`src/sv/nsd_pkg.sv`:
```
// nsd_pkg: shared types and constants of the netstring deframer
// no dependencies; used by the channel interfaces and every module

package nsd_pkg;

  localparam int unsigned BYTE_W   = 8;
  localparam int unsigned MAXLEN_W = 16;
  localparam int unsigned SUM_W    = MAXLEN_W + 1;

  localparam logic [BYTE_W-1:0]   CH_TILDE      = 8'h7E;
  localparam logic [BYTE_W-1:0]   CH_COLON      = 8'h3A;
  localparam logic [BYTE_W-1:0]   CH_DIGIT_LO   = 8'h30;
  localparam logic [BYTE_W-1:0]   CH_DIGIT_HI   = 8'h39;
  localparam logic [SUM_W-1:0]    LEN_SAT       = 17'h1_0000;
  localparam logic [MAXLEN_W-1:0] MAX_LEN_RESET = 16'd4095;

  typedef enum logic [1:0] {
    KIND_PAYLOAD = 2'd0,
    KIND_EMPTY   = 2'd1,
    KIND_ERROR   = 2'd2
  } kind_t;

  typedef enum logic [1:0] {
    ERR_HEADER  = 2'd0,
    ERR_DIGITS  = 2'd1,
    ERR_TOO_LONG = 2'd2
  } err_t;

  typedef enum logic [4:0] {
    PH_HUNT_FRESH = 5'b00001,
    PH_HUNT_QUIET = 5'b00010,
    PH_LENGTH     = 5'b00100,
    PH_PAYLOAD    = 5'b01000,
    PH_TRAILER    = 5'b10000
  } phase_t;

  typedef struct packed {
    kind_t             kind;
    logic [BYTE_W-1:0] payload_byte;
    logic              last_of_message;
    err_t              error_code;
  } res_t;

endpackage

```
`src/sv/nsd_in_if.sv`:
```
// nsd_in_if: raw byte channel into the deframer
// depends on nsd_pkg

interface nsd_in_if import nsd_pkg::*; ();
  logic              valid;
  logic              ready;
  logic [BYTE_W-1:0] data_byte;

  modport source (output valid, output data_byte, input ready);
  modport sink   (input valid, input data_byte, output ready);
endinterface

```
`src/sv/nsd_out_if.sv`:
```
// nsd_out_if: result channel out of the deframer
// depends on nsd_pkg

interface nsd_out_if import nsd_pkg::*; ();
  logic              valid;
  logic              ready;
  kind_t             kind;
  logic [BYTE_W-1:0] payload_byte;
  logic              last_of_message;
  err_t              error_code;

  modport source (output valid, output kind, output payload_byte,
                  output last_of_message, output error_code, input ready);
  modport sink   (input valid, input kind, input payload_byte,
                  input last_of_message, input error_code, output ready);
endinterface

```
`src/sv/nsd_cfg_if.sv`:
```
// nsd_cfg_if: write channel for the maximum payload length register
// depends on nsd_pkg

interface nsd_cfg_if import nsd_pkg::*; ();
  logic                valid;
  logic                ready;
  logic [MAXLEN_W-1:0] data;

  modport source (output valid, output data, input ready);
  modport sink   (input valid, input data, output ready);
endinterface

```
`src/sv/nsd_parser.sv`:
```
// nsd_parser: input register, framing state and per-byte decode
// depends on nsd_pkg and nsd_in_if

module nsd_parser import nsd_pkg::*; (
  input  logic                clk,
  input  logic                rst_n,
  nsd_in_if.sink              in_ch,
  input  logic [MAXLEN_W-1:0] max_len,
  output logic                res_valid,
  output res_t                res,
  input  logic                res_ready
);

  logic              s1_valid_r;
  logic [BYTE_W-1:0] s1_byte_r;

  phase_t              phase_r, phase_nxt;
  logic [SUM_W-1:0]    length_sum_r, length_sum_nxt;
  logic                digits_seen_r, digits_seen_nxt;
  logic [MAXLEN_W-1:0] bytes_left_r, bytes_left_nxt;

  logic             has_res;
  logic             s1_go;
  logic             is_digit;
  logic [20:0]      acc;
  logic             last;

  assign is_digit = (s1_byte_r >= CH_DIGIT_LO) && (s1_byte_r <= CH_DIGIT_HI);
  // sum*10 + digit as sum*8 + sum*2 + digit
  assign acc = 21'({length_sum_r, 3'b000}) + 21'({length_sum_r, 1'b0})
             + 21'(s1_byte_r[3:0]);
  assign last = (bytes_left_r <= 16'd1);

  always_comb begin
    phase_nxt       = phase_r;
    length_sum_nxt  = length_sum_r;
    digits_seen_nxt = digits_seen_r;
    bytes_left_nxt  = bytes_left_r;
    has_res         = 1'b0;
    res             = '{kind: KIND_PAYLOAD, payload_byte: '0,
                        last_of_message: 1'b0, error_code: ERR_HEADER};
    unique case (phase_r)
      PH_LENGTH: begin
        if (is_digit) begin
          length_sum_nxt  = (acc > 21'(LEN_SAT)) ? LEN_SAT : acc[SUM_W-1:0];
          digits_seen_nxt = 1'b1;
        end else if ((s1_byte_r != CH_COLON) || !digits_seen_r) begin
          phase_nxt      = PH_HUNT_QUIET;
          has_res        = 1'b1;
          res.kind       = KIND_ERROR;
          res.error_code = ERR_DIGITS;
        end else if (length_sum_r > {1'b0, max_len}) begin
          phase_nxt      = PH_HUNT_QUIET;
          has_res        = 1'b1;
          res.kind       = KIND_ERROR;
          res.error_code = ERR_TOO_LONG;
        end else if (length_sum_r == '0) begin
          phase_nxt = PH_TRAILER;
          has_res   = 1'b1;
          res.kind  = KIND_EMPTY;
        end else begin
          bytes_left_nxt = length_sum_r[MAXLEN_W-1:0];
          phase_nxt      = PH_PAYLOAD;
        end
      end
      PH_PAYLOAD: begin
        has_res             = 1'b1;
        res.kind            = KIND_PAYLOAD;
        res.payload_byte    = s1_byte_r;
        res.last_of_message = last;
        if (last) begin
          bytes_left_nxt = '0;
          phase_nxt      = PH_TRAILER;
        end else begin
          bytes_left_nxt = bytes_left_r - 16'd1;
        end
      end
      PH_TRAILER: begin
        phase_nxt = PH_HUNT_FRESH;
      end
      default: begin
        // hunting; junk reported once per run
        if (s1_byte_r == CH_TILDE) begin
          phase_nxt       = PH_LENGTH;
          length_sum_nxt  = '0;
          digits_seen_nxt = 1'b0;
        end else if (phase_r != PH_HUNT_QUIET) begin
          phase_nxt      = PH_HUNT_QUIET;
          has_res        = 1'b1;
          res.kind       = KIND_ERROR;
          res.error_code = ERR_HEADER;
        end
      end
    endcase
  end

  // a byte with no result moves on even while the output is full
  assign s1_go       = s1_valid_r && (!has_res || res_ready);
  assign res_valid   = s1_valid_r && has_res;
  assign in_ch.ready = !s1_valid_r || s1_go;

  always_ff @(posedge clk) begin
    if (!rst_n) begin
      s1_valid_r <= 1'b0;
    end else if (in_ch.ready) begin
      s1_valid_r <= in_ch.valid;
    end
  end

  always_ff @(posedge clk) begin
    if (in_ch.valid && in_ch.ready) begin
      s1_byte_r <= in_ch.data_byte;
    end
  end

  always_ff @(posedge clk) begin
    if (!rst_n) begin
      phase_r       <= PH_HUNT_FRESH;
      length_sum_r  <= '0;
      digits_seen_r <= 1'b0;
      bytes_left_r  <= '0;
    end else if (s1_go) begin
      phase_r       <= phase_nxt;
      length_sum_r  <= length_sum_nxt;
      digits_seen_r <= digits_seen_nxt;
      bytes_left_r  <= bytes_left_nxt;
    end
  end

  a_payload_count_nonzero: assert property (@(posedge clk) disable iff (!rst_n)
    phase_r == PH_PAYLOAD |-> bytes_left_r != '0)
    else $error("payload phase with zero bytes left");

  a_length_saturates: assert property (@(posedge clk) disable iff (!rst_n)
    length_sum_r <= LEN_SAT)
    else $error("length sum above saturation value");

  a_no_digits_no_sum: assert property (@(posedge clk) disable iff (!rst_n)
    (phase_r == PH_LENGTH && !digits_seen_r) |-> length_sum_r == '0)
    else $error("length sum nonzero before any digit");

  a_stalled_byte_held: assert property (@(posedge clk) disable iff (!rst_n)
    (s1_valid_r && !s1_go) |=> (s1_valid_r && $stable(s1_byte_r)
                                && $stable(phase_r)))
    else $error("stalled byte or state changed");

endmodule

```
`src/sv/nsd_out_reg.sv`:
```
// nsd_out_reg: result register in front of the output channel
// depends on nsd_pkg and nsd_out_if

module nsd_out_reg import nsd_pkg::*; (
  input  logic  clk,
  input  logic  rst_n,
  input  logic  res_valid,
  input  res_t  res,
  output logic  res_ready,
  nsd_out_if.source out_ch
);

  logic out_valid_r;
  res_t out_res_r;

  assign res_ready = !out_valid_r || out_ch.ready;

  always_ff @(posedge clk) begin
    if (!rst_n) begin
      out_valid_r <= 1'b0;
    end else if (res_ready) begin
      out_valid_r <= res_valid;
    end
  end

  always_ff @(posedge clk) begin
    if (res_valid && res_ready) begin
      out_res_r <= res;
    end
  end

  assign out_ch.valid           = out_valid_r;
  assign out_ch.kind            = out_res_r.kind;
  assign out_ch.payload_byte    = out_res_r.payload_byte;
  assign out_ch.last_of_message = out_res_r.last_of_message;
  assign out_ch.error_code      = out_res_r.error_code;

endmodule

```
`src/sv/netstring_deframer.sv`:
```
// netstring_deframer: top level, length limit register and the two stages
// depends on nsd_pkg, the three channel interfaces, nsd_parser, nsd_out_reg

// Deframes a byte stream of messages laid out as '~', decimal length, ':',
// payload, one trailer byte. One byte is taken every clock cycle unless the
// stream stalls; a byte passes an input register and the decode logic, and
// its result, if any, is registered in the output register. Payload bytes
// come out one per beat with the last one marked, a zero length gives one
// empty-message beat, and framing faults give one error beat (junk before a
// header is reported once per run). Input ready follows output ready in the
// same cycle, so the stream only stalls while a result is waiting in a full
// output register. The length limit resets to 4095 and may be rewritten only
// while no message is in flight.

module netstring_deframer import nsd_pkg::*; (
  input  logic      clk,
  input  logic      rst_n,
  nsd_in_if.sink    in_ch,
  nsd_out_if.source out_ch,
  nsd_cfg_if.sink   cfg_ch
);

  logic [MAXLEN_W-1:0] max_len_r;
  logic                res_valid;
  logic                res_ready;
  res_t                res;

  assign cfg_ch.ready = 1'b1;

  always_ff @(posedge clk) begin
    if (!rst_n) begin
      max_len_r <= MAX_LEN_RESET;
    end else if (cfg_ch.valid && cfg_ch.ready) begin
      max_len_r <= cfg_ch.data;
    end
  end

  nsd_parser u_parser (
    .clk       (clk),
    .rst_n     (rst_n),
    .in_ch     (in_ch),
    .max_len   (max_len_r),
    .res_valid (res_valid),
    .res       (res),
    .res_ready (res_ready)
  );

  nsd_out_reg u_out_reg (
    .clk       (clk),
    .rst_n     (rst_n),
    .res_valid (res_valid),
    .res       (res),
    .res_ready (res_ready),
    .out_ch    (out_ch)
  );

endmodule
```
`src/flat_wrapper.sv`:
```
// flat-port wrapper written by rule: the top's interface ports become plain ports
module netstring_deframer_flat import nsd_pkg::*;
  (clk, rst_n, in_ch_valid, in_ch_data_byte, in_ch_ready, out_ch_valid, out_ch_kind, out_ch_payload_byte, out_ch_last_of_message, out_ch_error_code, out_ch_ready, cfg_ch_valid, cfg_ch_data, cfg_ch_ready);
  nsd_in_if in_ch_i ();
  nsd_out_if out_ch_i ();
  nsd_cfg_if cfg_ch_i ();
  input  logic clk;
  input  logic rst_n;
  input wire logic [$bits(in_ch_i.valid)-1:0] in_ch_valid;
  input wire logic [$bits(in_ch_i.data_byte)-1:0] in_ch_data_byte;
  output wire logic [$bits(in_ch_i.ready)-1:0] in_ch_ready;
  output wire logic [$bits(out_ch_i.valid)-1:0] out_ch_valid;
  output wire logic [$bits(out_ch_i.kind)-1:0] out_ch_kind;
  output wire logic [$bits(out_ch_i.payload_byte)-1:0] out_ch_payload_byte;
  output wire logic [$bits(out_ch_i.last_of_message)-1:0] out_ch_last_of_message;
  output wire logic [$bits(out_ch_i.error_code)-1:0] out_ch_error_code;
  input wire logic [$bits(out_ch_i.ready)-1:0] out_ch_ready;
  input wire logic [$bits(cfg_ch_i.valid)-1:0] cfg_ch_valid;
  input wire logic [$bits(cfg_ch_i.data)-1:0] cfg_ch_data;
  output wire logic [$bits(cfg_ch_i.ready)-1:0] cfg_ch_ready;
  assign in_ch_i.valid = in_ch_valid;
  assign in_ch_i.data_byte = in_ch_data_byte;
  assign in_ch_ready = in_ch_i.ready;
  assign out_ch_valid = out_ch_i.valid;
  assign out_ch_kind = out_ch_i.kind;
  assign out_ch_payload_byte = out_ch_i.payload_byte;
  assign out_ch_last_of_message = out_ch_i.last_of_message;
  assign out_ch_error_code = out_ch_i.error_code;
  assign out_ch_i.ready = out_ch_ready;
  assign cfg_ch_i.valid = cfg_ch_valid;
  assign cfg_ch_i.data = cfg_ch_data;
  assign cfg_ch_ready = cfg_ch_i.ready;
  netstring_deframer u_core (.clk(clk), .rst_n(rst_n), .in_ch(in_ch_i), .out_ch(out_ch_i), .cfg_ch(cfg_ch_i));
endmodule
```
`config.mk`:
```
export PLATFORM = sky130hd
export DESIGN_NAME = netstring_deframer_flat
export DESIGN_NICKNAME = d
export VERILOG_FILES = /design/src/sv/nsd_pkg.sv /design/src/sv/nsd_in_if.sv /design/src/sv/nsd_out_if.sv /design/src/sv/nsd_cfg_if.sv /design/src/sv/nsd_parser.sv /design/src/sv/nsd_out_reg.sv /design/src/sv/netstring_deframer.sv /design/src/flat_wrapper.sv
export SDC_FILE = /design/constraint.sdc
export NUM_CORES = 1
export LEC_CHECK = 0
export ABC_AREA = 1
export BUFFER_PORTS_ARGS = -buffer_cell sky130_fd_sc_hd__buf_2
export CORE_ASPECT_RATIO = 2
export CORE_MARGIN = 5
export CORE_UTILIZATION = 46
export CTS_CLUSTER_SIZE = 24
export DETAILED_ROUTE_END_ITERATION = 6
export GPL_ROUTABILITY_DRIVEN = 0
export SLEW_MARGIN = 10
export SYNTH_ARGS = -nofsm -noshare
export SYNTH_HDL_FRONTEND = slang
export SYNTH_SLANG_ARGS = --single-unit
```
`constraint.sdc`:
```
create_clock -name clk -period 6.6 [get_ports clk]
set_input_delay 0.33 -clock clk [delete_from_list [all_inputs] [get_ports clk]]
set_output_delay 0.33 -clock clk [all_outputs]
set_load 0.02 [all_outputs]
```
# After elaboration in Yosys (flattened, before gate mapping)
# Index checks and enable logic that the tools add are counted.
# totals
register_bits,78
latchBits,0
mem_bits_rw,0
mem_bits_ro,0
in_bits,29
output_inout_bits,16
memories,0
# classes
addsub,3
multipliers,0
n_div,0
n_lt_le_gt_ge,5
eq_ne,12
n_shift,0
muxes,37
bitwise,2
n_reduce_logical,23
# op_table
operator,n
$mux W16,5
$mux W17,3
$mux W5,7
$pmux W17 S2,1
$pmux W16 S2,1
$add A20 B18 Y21,1
$add A21 B4 Y21,1
$gt A21 B17 Y1 const B,1
$gt A17 B16 Y1,1
$logic_not A17 Y1,1
$le A16 B1 Y1 const B,1
$sub A16 B1 Y16 const B,1
$pmux W5 S3,1
$mux W2,6
$ne A2 B2 Y1 const B,6
$mux W1,10
$eq A8 B7 Y1 const B,1
$ge A8 B6 Y1 const B,1
$le A8 B6 Y1 const B,1
$ne A8 B6 Y1 const B,1
$reduce_and A4 Y1,2
$reduce_and A6 Y1,1
$eq A5 B3 Y1 const B,1
$eq A5 B4 Y1 const B,1
13 further kinds,26

# Logic depth before layout (Yosys ltp)
# Gate-level depths: netlist of run 1.
# depth
word_depth,11
ltp_mapped,21

# By module
# Synthesis of run 1 repeated with hierarchy kept, for this count alone.
# hier_totals
cells_unflattened,889
hier_area_um2,5819.3
# modules_own_cells
module,instances,cells_each,area_per_inst_um2
nsd_parser,1,789,4774.6
netstring_deframer,1,80,603.1
nsd_out_reg,1,20,441.7

# Worst setup path before layout of run 1
# Ideal clock, no wire load.
# synth_timing
path_kind,flip-flop to flip-flop
startpoint,register u_core.u_parser.s1_byte_r[3]
endpoint,register u_core.u_parser.length_sum_r[10]
arrival_time_ns,2.784
setup_slack_ns,3.753
path_stages_with_launch,18
n_path_buf,1
period_less_slack_ns,2.847
cell_sequence,edfxtp_1 -> inv_1 -> fa_1 -> fa_1 -> inv_1 -> nand3_1 -> nand2_1 -> nand3_1 -> nand2_1 -> nand3_1 -> nand3_1 -> nand4_1 -> nor2_2 -> buf_2 -> nand3_1 -> nor2_2 -> nor2_1 -> nor2_1
# synth_between
elab_chain_len,9
word_cells_on_any_way,21
# synth_rtl
item,line_no,text
start: declaration,nsd_parser.sv:15,logic [BYTE_W-1:0] s1_byte_r;
start signal: assignment,nsd_parser.sv:112,s1_byte_r <= in_ch.data_byte;
branches (longest 9 deep; another with $add A21 B4 Y21),n/a,
end signal: assignment,nsd_parser.sv:124,length_sum_r <= length_sum_nxt;
end: declaration,nsd_parser.sv:18,"logic [SUM_W-1:0] length_sum_r, length_sum_nxt;"
# Several ways; the timed one is not identified. The select of a mux whose other input is x is not followed.
# A chain may end at the register's enable or synchronous reset.

# Worst setup path after layout of run 1
# layout_timing
startpoint,register u_core.u_parser.length_sum_r[2]
endpoint,register u_core.u_parser.length_sum_r[5]
# layout_between
elab_chain_len,10
word_cells_on_any_way,17
# layout_rtl
item
branches (longest 10 deep; another with $add A20 B18 Y21)
# Several ways; the timed one is not identified. The select of a mux whose other input is x is not followed.

==> run metrics, run 1 <==
post-place setup slack 3.320 ns; Logic pwr share 8.2%; CTS resizes 0; P&R area growth vs syn 10.08%; most frequent cells in the layout nand2_1, nor2_1, inv_1, dfxtp_1; max-slew violations 0; Worst EP arrival 3.57 ns; via-per-instance ratio 5.158; die span in y 166.7 um; setup ws final 3.305 ns; Startpoint Class flip-flop; die area 0.01473 sq mm; Psw 0.2868 mW; Final Setup Violations 0; Max clock buf depth 2; PwrDens 175.4 mW/mm^2; TritonCTS clock tree built; final wirelength 15170 um; H-tree levels 3; commonest non-fill, non-tap cell in the layout nand2_1; Final Cell Area 0.006217 sq mm; Clk pwr share 44.3%; Total GRT Usage 21.23%; Yosys reg bits 78; drt first pass iters 5; Rel. slew slack 23.11%; I/O Pins 45; Post-Syn Nets 915; setup bufs post-CTS 0; clk_skew 0.006748 ns; status finished, final reports clean; MaxCap Viol Count 0; # rows 57; crit share post-route 49.92%; worst-margin pin slew 1.149 ns; Final #Nets 950; Num CTS Buffers 9; Hold Path Class input pin to flip-flop; WL/cell 14.87 um; Warnings, synthesis 0; 1st-iter DRT viols 140; fin cells 1020; mapped cell area 0.005648 sq mm; crit-path max FO 17; Synth Instances 833; Skew-Pair Late Insertion Delay 0.34 ns; die width 88.35 um; ys async rst share 0%; final hold vios 0; Routed Antenna Nets 0; Distinct cells, synth 46; part of the power in registers 47.6%; CP required 6.87 ns; largest net degree at the start of global routing 33; hold_buf cts 0; worst vdd ir 0.2693 mV; Power Internal 0.8036 mW; critical path class flip-flop to flip-flop; CTS Sinks 78; Main synth FF type dfxtp_1; area of the core 0.01212 sq mm; vias in the first global route 5244; sw frac 26.30%; clock slew seen by the registers of the worst setup and hold paths 0.07 ns; antenna violations before repair 0; DRC Markers 0; share of cells above drive strength 1 9.393%; post-DP HPWL 12110 um; placed insts 1004; Seq/Total Area, Yosys 31.37%; Post-synth EDFFs 21; first-pass GRT wire length 24630 um; placed inst area 0.005929 sq mm; Mean Syn Cell Area 6.780 sq um; via count 5261; setup_tns 0 ns; root cell of the clock tree clkbuf_16; leakage 3.402 nW; RSZ-0062 raised after global routing no; Max Clk Rate 0.3035 GHz; Tmin final 3.295 ns; I/O Buffers 43; gr ovfl total 0; Worst Setup End Kind flip-flop; Initial Util 46.58%; n_diodes 0
[synth_stat cells (2+ instances only)]
| library cell | n | area (sq um) |
|---|---|---|
| nand3_1 | 51 | 255.2 |
| buf_6 | 2 | 22.52 |
| nor2_2 | 6 | 37.54 |
| or2_4 | 2 | 17.52 |
| nor3_1 | 14 | 70.07 |
| o22ai_1 | 12 | 75.07 |
| nand4_4 | 3 | 63.81 |
| inv_1 | 133 | 499.2 |
| nand2_1 | 187 | 701.9 |
| a21o_1 | 2 | 15.01 |
| edfxtp_1 | 21 | 630.6 |
| dfxtp_1 | 57 | 1141 |
| clkbuf_8 | 2 | 27.53 |
| o31ai_1 | 2 | 15.01 |
| nand4_1 | 15 | 93.84 |
| clkbuf_1 | 9 | 33.78 |
| xnor2_1 | 4 | 35.03 |
| a21oi_1 | 42 | 210.2 |
| nor2_1 | 147 | 551.8 |
| nor4_1 | 2 | 12.51 |
| ha_1 | 51 | 638.1 |
| fa_1 | 2 | 40.04 |
| buf_4 | 3 | 22.52 |
| o21ai_0 | 26 | 130.1 |
| buf_2 | 3 | 15.01 |
| nand3_4 | 2 | 35.03 |
| xor2_1 | 10 | 87.58 |
| inv_2 | 4 | 15.01 |
| nand3b_1 | 2 | 15.01 |
[through the flow]
step / hold slack, ns / util (%) / total power, mW
detailed placement: 0.4640 / 48.91 / 0.6192
global placement: 0.4572 / 48.91 / 0.6166
CTS: 0.1605 / 51.28 / 1.099
floorplan: 0.4289 / - / 0.5911
finish: 0.1661 / 51.28 / 1.090
global route: 0.1589 / 51.28 / 1.133
[final cells by class]
cell class,count,area [sq um]
repair buffers,44,222.7
multi-input cells,597,3233
fillers,1294,5907
clock inverters,7,62.56
flip-flops and latches,78,1772
clock buffers,9,225.2
inverters,138,518.0
well taps,147,183.9
[power groups by stage]
stage	registers (mW)	logic (mW)	clock network, mW
2_1_floorplan	0.532	0.0594	0
3_3_place_gp	0.529	0.0879	0
3_5_place_dp	0.530	0.0896	0
4_1_cts	0.519	0.0903	0.490
5_1_grt	0.520	0.101	0.512
6_report	0.519	0.0892	0.483
[flip-flops by register name (all words and copies together), names as in the netlist, 2 cells and up]
name	count
u_core.u_parser.length_sum_r	17
u_core.max_len_r	16
u_core.u_out_reg.out_ch.payload_byte	8
u_core.u_out_reg.out_ch.error_code	2
u_core.u_parser.bytes_left_r	16
u_core.u_parser.s1_byte_r	8
u_core.u_out_reg.out_ch.kind	2
u_core.u_parser.phase_r	5
[worst max-delay path: stages (launching register included)]
cell and delay [ns]:
dfxtp_1 0.40, inv_1 0.11, fa_1 0.51, fa_1 0.49
inv_1 0.12, nand3_1 0.09, nand2_1 0.12, nand3_1 0.10
nand2_1 0.09, nand3_1 0.09, nand3_1 0.09, nand4_1 0.10
nor2_2 0.48, nand3_1 0.13, nor2_1 0.15, nor2_1 0.06
nor2_1 0.08
[final timing paths]
path | from | end | slack [ns] | cells past startpoint
setup / recovery | u_core.u_parser.length_sum_r[2] | u_core.u_parser.length_sum_r[5] | 3.31 | 16
hold / removal | in_ch_data_byte[4] | u_core.u_parser.s1_byte_r[4] | 0.17 | 1
setup reg to reg | u_core.u_parser.length_sum_r[2] | u_core.u_parser.length_sum_r[5] | 3.31 | 16
hold reg to reg | u_core.max_len_r[9] | u_core.max_len_r[9] | 0.47 | 2
[cell families after synthesis]
group	share of synthesized area [%]
and+or+nand+nor	34.03
buffers and inverters	11.39
AOI/OAI and AO/OA	8.972
DFF	31.37
adders and majority gates	12.01
xor gates and xnor gates	2.171
other	0.06640
[routing by layer]
metal	GRT usage (%)	wire, um	up-vias	part of all wire (%)
li1	-	-	2738	-
met1	21.42	5647	2397	37
met2	42.13	8667	92	57
met3	1.829	353	34	2.3
met4	8.289	496	0	3.3
met5	0	0	-	0
No activity file was read; power rests on OpenSTA's default activity.
==> inputs of run 2 (changes only) <==
- ABC_AREA: 1 -> 0
- PLACE_DENSITY: not set -> 0.67
- clock period: 6.6 -> 2.9 ns (I/O delays scaled with it)
==> run 2 against run 1 <==
  * The flow now finishes with violations (negative setup slack)
  * Register-to-register slack lost 3.3 ns
  * Combinational power up 140%
  * Hold slack lost 0.15 ns
  * Power grew 130%
  * Critical path depth shrank 5
  * Clock power grew 140%
  * Sequential share of layout area is 1.5 points lower
  * Flip-flop and latch count stayed put
  * Global-route usage increased by 1.4 points
  * Largest power group unchanged
==> run metrics, run 2 <==
1st-iter DRT viols 342 (was 140); Max stage delay on crit path 0.44 ns (was 0.51 ns); H-tree levels 3 (unchanged); Max Clk Rate 0.3432 GHz; Warnings, synthesis 0 (unchanged); Synth Instances 566 (was 833); reg2reg end u_core.u_parser.length_sum_r[13] (was u_core.u_parser.length_sum_r[5]); hold wc startpoint cfg_ch_data[2] (was in_ch_data_byte[4]); PwrDens 382.2 mW/mm^2 (was 175.4 mW/mm^2); clock slew seen by the registers of the worst setup and hold paths 0.07 ns (about the same); R2R Path Start u_core.u_parser.length_sum_r[6] (was u_core.u_parser.length_sum_r[2]); adder-cell share of the synthesized area 13.12% (was 12.01%); Final #Nets 745 (was 950); Post-synth EDFFs 21 (unchanged); Rel. slew slack 52.52% (was 23.11%); crit-path max FO 3 (was 17); worst vdd ir 0.3309 mV (was 0.2693 mV); Distinct cells, synth 74 (was 46); max-slew violations 0 (unchanged); most frequent cell after synthesis dfxtp_1 (was nand2_1); # rows 54 (was 57); crit share post-route 100.5%; Worst Setup End Kind output port (was flip-flop); Yosys reg bits 78 (unchanged); Worst EP arrival 2.77 ns (was 3.57 ns); leakage 2.908 nW (was 3.402 nW); vias in the first global route 5119 (was 5244); hold path depth 3 (was 1); final wirelength 15430 um (was 15170 um); Hold EP u_core.max_len_r[2] (was u_core.u_parser.s1_byte_r[4]); slowest cell on the critical path dfxtp_1 (was fa_1); setup_tns -0.01351 ns (was 0 ns); WL/cell 19.09 um (was 14.87 um); clk_skew 0.01202 ns (was 0.006748 ns); Total GRT Usage 22.67% (was 21.23%); area of the core 0.01095 sq mm (was 0.01212 sq mm); n_diodes 0 (unchanged); CTS Sinks 78 (unchanged); Final Setup Violations 1 (was 0); RSZ-0062 raised after global routing yes (was no); biggest regs u_core.u_parser.length_sum_r (17), u_core.max_len_r (16), u_core.u_parser.bytes_left_r (16) (unchanged); via-per-instance ratio 6.089 (was 5.158); share of cells above drive strength 1 31.14% (was 9.393%); final hold vios 0 (unchanged); Startpoint Class flip-flop (unchanged); Worst Setup SP u_core.u_parser.length_sum_r[15] (was u_core.u_parser.length_sum_r[2]); CP dominant cell by count buf_4 (was nand3_1); TritonCTS clock tree built (unchanged); Final Cell Area 0.006614 sq mm (was 0.006217 sq mm); post-DP HPWL 11690 um (was 12110 um); CP cell instances ha_4, nand4b_4, nor2_2, a2111oi_4, buf_4, nor3b_4, a21oi_1, o31ai_2, buf_4, nand2b_4, buf_6 (was inv_1, fa_1, fa_1, inv_1, nand3_1, nand2_1, nand3_1, nand2_1, nand3_1, nand3_1, nand4_1, nor2_2, nand3_1, nor2_1, nor2_1, nor2_1); root cell of the clock tree clkbuf_16 (unchanged); Mean Syn Cell Area 9.134 sq um (was 6.780 sq um); CP required 2.76 ns (was 6.87 ns); Skew-Pair Late Insertion Delay 0.34 ns (about the same); leading area contributor after synthesis dfxtp_1 (unchanged); multiplexer share of the synthesized area 1.404% (was 0%); post-synthesis compound-gate area fraction 24.47% (was 8.972%); antenna violations before repair 0 (unchanged); mapped cell area 0.005170 sq mm (was 0.005648 sq mm); setup ws final -0.01351 ns (was 3.305 ns); simple-gate portion of the synthesized area 19.05% (was 34.03%); worst-margin pin slew 0.7122 ns (was 1.149 ns); critical path class flip-flop to output port (was flip-flop to flip-flop); P&R area growth vs syn 27.93% (was 10.08%); failing checks negative setup slack; Synth area leaders dfxtp_1, ha_1, edfxtp_1 (was dfxtp_1, nand2_1, ha_1); Routed Antenna Nets 0 (unchanged); Fillers 967 (was 1294); Max clock buf depth 2 (unchanged); most frequent cells in the layout buf_4, nand2_1, dfxtp_1, buf_2, ha_1 (was nand2_1, nor2_1, inv_1, dfxtp_1); Post-Syn Nets 648 (was 915); via count 4920 (was 5261); I/O Pins 45 (unchanged); Post-synth top cells dfxtp_1, ha_1, nand2_1 (was nand2_1, nor2_1, inv_1); status finished, violations left (was finished, final reports clean); DRC Markers 0 (unchanged); most flop-heavy register u_core.u_parser.length_sum_r (unchanged); I/O Buffers 43 (unchanged); MaxCap Viol Count 0 (unchanged); Main synth FF type dfxtp_1 (unchanged); Initial Util 47.23% (was 46.58%); Tmin final 2.914 ns; largest net degree at the start of global routing 30 (was 33); placed inst area 0.005893 sq mm (was 0.005929 sq mm); main combinational cell family by area after synthesis compound AO/OA/AOI/OAI gates (was simple AND/OR/NAND/NOR gates); Seq/Total Area, Yosys 34.27% (was 31.37%); first-pass GRT wire length 24700 um (was 24630 um); R2R depth 10 (was 16); Largest register FFs 17 (unchanged); die span in y 159.9 um (was 166.7 um); ys async rst share 0% (unchanged); share of the synthesized area in the top cell type 22.07% (was 20.20%); Hold Path Class input pin to flip-flop (unchanged); r2r setup slk 0.01 ns (was 3.31 ns); Num CTS Buffers 9 (unchanged); commonest non-fill, non-tap cell in the layout buf_4 (was nand2_1); gr ovfl total 0 (unchanged); total power 2.528 mW (was 1.090 mW); die width 84.97 um (was 88.35 um); die area 0.01359 sq mm (was 0.01473 sq mm); drt first pass iters 5 (unchanged); xor/xnor share of the synthesized area 2.711% (was 2.171%)
==> run 2: worst max-delay path by stage <==
| stage | end | slack, ns | cells past startpoint |
|---|---|---|---|
| after floorplan | u_core.u_parser.length_sum_r[2] | -0.06 | 12 |
| after global placement | u_core.u_parser.s1_byte_r[5] | -0.09 | 12 |
| after detailed placement | u_core.u_parser.s1_byte_r[5] | -0.21 | 12 |
| after CTS | in_ch_ready | -0.01 | 12 |
| after global routing | in_ch_ready | -0.13 | 12 |
| final | in_ch_ready | -0.01 | 11 |
==> run 2: cell families after synthesis <==
| kind of cell | count (synthesis) |
|---|---|
| buf+inv | 61 |
| fa+ha+maj | 53 |
| compound gates | 169 |
| other cells | 1 |
| simple gates | 181 |
| flops | 78 |
| mux | 7 |
| xor+xnor | 16 |
==> run 2: per-layer routing <==
metal | wire [um] | track usage (%) | vias to the layer above
met1 | 5253 | 21.43 | 2347
li1 | - | - | 2336
met3 | 595 | 3.301 | 59
met5 | 0 | 0 | -
met4 | 905 | 13.90 | 0
met2 | 8671 | 43.77 | 178
==> run 2: final cells by class <==
| class | count | area (sq um) | share of cell area (%) |
|---|---|---|---|
| Multi-Input combinational cell | 427 | 3435 | 51.93 |
| Sequential cell | 78 | 1788 | 27.03 |
| Timing Repair Buffer | 114 | 794.5 | 12.01 |
| Clock buffer | 10 | 229.0 | 3.462 |
| Tap cell | 140 | 175.2 | 2.649 |
| Inverter | 33 | 123.9 | 1.873 |
| Clock inverter | 6 | 68.82 | 1.040 |
==> run 2: what timing repair did <==
action | in CTS | in global routing
buffers inserted | 5 | 2
gates resized for setup | 42 | 20
endpoints found under the setup margin | 40 | 49
hold endpoints to repair | 7 | 1
pin swaps | 16 | 7
hold buffers | 7 | 1
==> run 2: metrics by stage <==
step	cells	setup WS, ns	hold WS (ns)	util [%]
global placement	777	-0.08930	0.3244	53.84
floorplan	566	-0.06034	0.2439	-
global route	808	-0.1255	0.03222	60.43
finish	808	-0.01351	0.01663	60.43
CTS	805	-0.01301	0.002172	59.61
detailed placement	777	-0.2124	0.3238	53.84
==> run 2: worst max-delay path, delay by kind of cell, from the launching register on <==
kind	cells	cell delay (ns)
and+or+nand+nor	4	0.47
adders and majority gates	1	0.25
AOI/OAI and AO/OA	3	0.79
buffers and inverters	3	0.48
DFF	1	0.44
==> run 2: power by group <==
group / leakage [nW] / switching [mW] / internal (mW)
combinational: 2.10 / 0.122 / 0.0921
clock: 0.140 / 0.470 / 0.673
sequential: 0.672 / 0.0182 / 1.15
total: 2.91 / 0.610 / 1.92
==> inputs of run 3 (changes only) <==
- BUFFER_PORTS_ARGS: -buffer_cell sky130_fd_sc_hd__buf_2 -> not set
- CORE_MARGIN: 5 -> 1
- DONT_BUFFER_PORTS: not set -> 1
- PLACE_DENSITY: 0.67 -> not set
==> run 3 against run 2 <==
  * Die area shrank 14%
  * Hold slack gained 0.11 ns
  * Global-route usage grew 4.4 points
  * Design area shrank 2.8%
  * Flip-flop and latch count is the same
  * Register-to-register slack lost 0.07 ns
  * Core utilization shrank 1.7 points
  * Via count shrank 2.8%
  * The run still ends with negative setup slack left
  * Clock skew shrank 0.0033 ns
  * Combinational power shrank 12%
  * Wire length shrank 2.6%
==> run metrics, run 3 (synthesis gave the netlist of run 2 again) <==
1st-iter DRT viols 225 (was 342); Final #Nets 721 (was 745); gr ovfl total 0 (unchanged); vias in the first global route 4967 (was 5119); crit-path max FO 3 (unchanged); H-tree levels 3 (unchanged); Max clock buf depth 2 (unchanged); root cell of the clock tree clkbuf_16 (unchanged); CP delay by family, top compound AO/OA/AOI/OAI gates (unchanged); Rel. slew slack 23.87% (was 52.52%); CP cell instances inv_1, ha_1, nand4_1, nor2_1, a2111oi_2, buf_4, nor3b_4, a21oi_2, o31ai_2, buf_4, nand2b_4 (was ha_4, nand4b_4, nor2_2, a2111oi_4, buf_4, nor3b_4, a21oi_1, o31ai_2, buf_4, nand2b_4, buf_6); clk_skew 0.008711 ns (was 0.01202 ns); Total GRT Usage 27.08% (was 22.67%); Initial Util 47.23% (unchanged); status finished, violations left (unchanged); area of the core 0.01095 sq mm (unchanged); Max Clk Rate 0.3363 GHz (was 0.3432 GHz); Largest register FFs 17 (unchanged); Tmin final 2.974 ns (was 2.914 ns); post-DP HPWL 11620 um (was 11690 um); most frequent cells in the layout buf_4, dfxtp_1, ha_1, nand2_1, nor2_1 (was buf_4, nand2_1, dfxtp_1, buf_2, ha_1); worst-margin pin slew 1.138 ns (was 0.7122 ns); Final Setup Violations 9 (was 1); worst vdd ir 0.2858 mV (was 0.3309 mV); WL/cell 19.17 um (was 19.09 um); most flop-heavy register u_core.u_parser.length_sum_r (unchanged); Worst Setup End Kind output port (unchanged); clock slew seen by the registers of the worst setup and hold paths 0.06 ns (was 0.07 ns); first-pass GRT wire length 24490 um (was 24700 um); failing checks negative setup slack (unchanged); DRC Markers 0 (unchanged); via count 4784 (was 4920); CTS Sinks 78 (unchanged); max-slew violations 0 (unchanged); CP required 2.76 ns (about the same); PwrDens 377.1 mW/mm^2 (was 382.2 mW/mm^2); die area 0.01169 sq mm (was 0.01359 sq mm); share of cells above drive strength 1 20.96% (was 31.14%); Max stage delay on crit path 0.45 ns (was 0.44 ns); final wirelength 15030 um (was 15430 um); n_diodes 0 (unchanged); critical path class flip-flop to output port (unchanged); biggest regs u_core.u_parser.length_sum_r (17), u_core.max_len_r (16), u_core.u_parser.bytes_left_r (16) (unchanged); setup ws final -0.07373 ns (was -0.01351 ns); final hold vios 0 (unchanged); I/O Pins 45 (unchanged); Fillers 1017 (was 967); commonest non-fill, non-tap cell in the layout buf_4 (unchanged); P&R area growth vs syn 24.35% (was 27.93%); Routed Antenna Nets 0 (unchanged); footprint of the multi-input gates 0.003288 sq mm (was 0.003435 sq mm); crit share post-route 102.5% (was 100.5%); antenna violations before repair 0 (unchanged); via-per-instance ratio 6.102 (was 6.089); Sequential cell area 0.001779 sq mm (was 0.001788 sq mm); largest net degree at the start of global routing 30 (unchanged); Startpoint Class flip-flop (unchanged); final core occ 58.73% (was 60.43%); # rows 54 (unchanged); Skew-Pair Late Insertion Delay 0.34 ns (about the same); die span in y 151.9 um (was 159.9 um); RSZ-0062 raised after global routing yes (unchanged); Worst EP arrival 2.83 ns (was 2.77 ns); TritonCTS clock tree built (unchanged); I/O Buffers 0 (was 43); number of buffers and inverters on the critical path 3 (unchanged); total power 2.424 mW (was 2.528 mW); CP dominant cell by count buf_4 (unchanged); MaxCap Viol Count 0 (unchanged); Hold Path Class input pin to flip-flop (unchanged); Num CTS Buffers 9 (unchanged); leakage 2.823 nW (was 2.908 nW); drt first pass iters 5 (unchanged); die width 76.97 um (was 84.97 um); slowest cell on the critical path a2111oi_2 (was dfxtp_1)
run 3: power breakdown:
group	leakage, nW	internal (mW)	switching, mW
registers	0.669	1.15	0.0285
clock network	0.136	0.605	0.450
logic	2.02	0.0874	0.101
run 3: metrics by stage:
stage / hold WS [ns] / setup WS [ns] / cell area (sq um) / setup TNS [ns] / cells
floorplan: 0.2439 / -0.06034 / 5206 / -0.4661 / 566
global placement: 0.2165 / -0.2147 / 5733 / -5.316 / 738
detailed placement: 0.2202 / -0.2065 / 5733 / -5.493 / 738
CTS: 0.1320 / -0.05630 / 6366 / -0.4279 / 783
global route: 0.1618 / -0.2113 / 6429 / -4.275 / 784
finish: 0.1286 / -0.07373 / 6429 / -0.4653 / 784
run 3: final timing paths:
| kind | start | to | slack [ns] | depth (start not counted) |
|---|---|---|---|---|
| max | u_core.max_len_r[10] | in_ch_ready | -0.07 | 11 |
| min | out_ch_ready | u_core.u_parser.s1_valid_r | 0.13 | 2 |
| max reg2reg | u_core.u_parser.length_sum_r[4] | u_core.u_parser.length_sum_r[2] | -0.06 | 9 |
| min reg2reg | u_core.max_len_r[6] | u_core.max_len_r[6] | 0.49 | 2 |
run 3: routing by layer:
metal  up-vias  GRT usage [%]  share of wire [%]
met3        80          3.904                2.9
met4         0          23.35                8.9
li1       2274              -                  -
met2       151          49.96                 54
met1      2279          25.23                 34
met5         -              0                  0
run 3: layout make-up:
type,count,area share [%]
Timing Repair Buffer,90,12.20
Inverter,33,1.927
Tap cell,140,2.725
Multi-Input combinational cell,427,51.15
Sequential cell,78,27.68
Clock inverter,5,0.5450
Clock buffer,11,3.776
run 3: timing repair:
item                                   CTS  global route
endpoints found under the hold margin   41             0
pin swaps                                9             6
hold buffers                            27             0
setup endpoints to repair               47            49
resized for setup                       19            13
setup buffers                            2             1
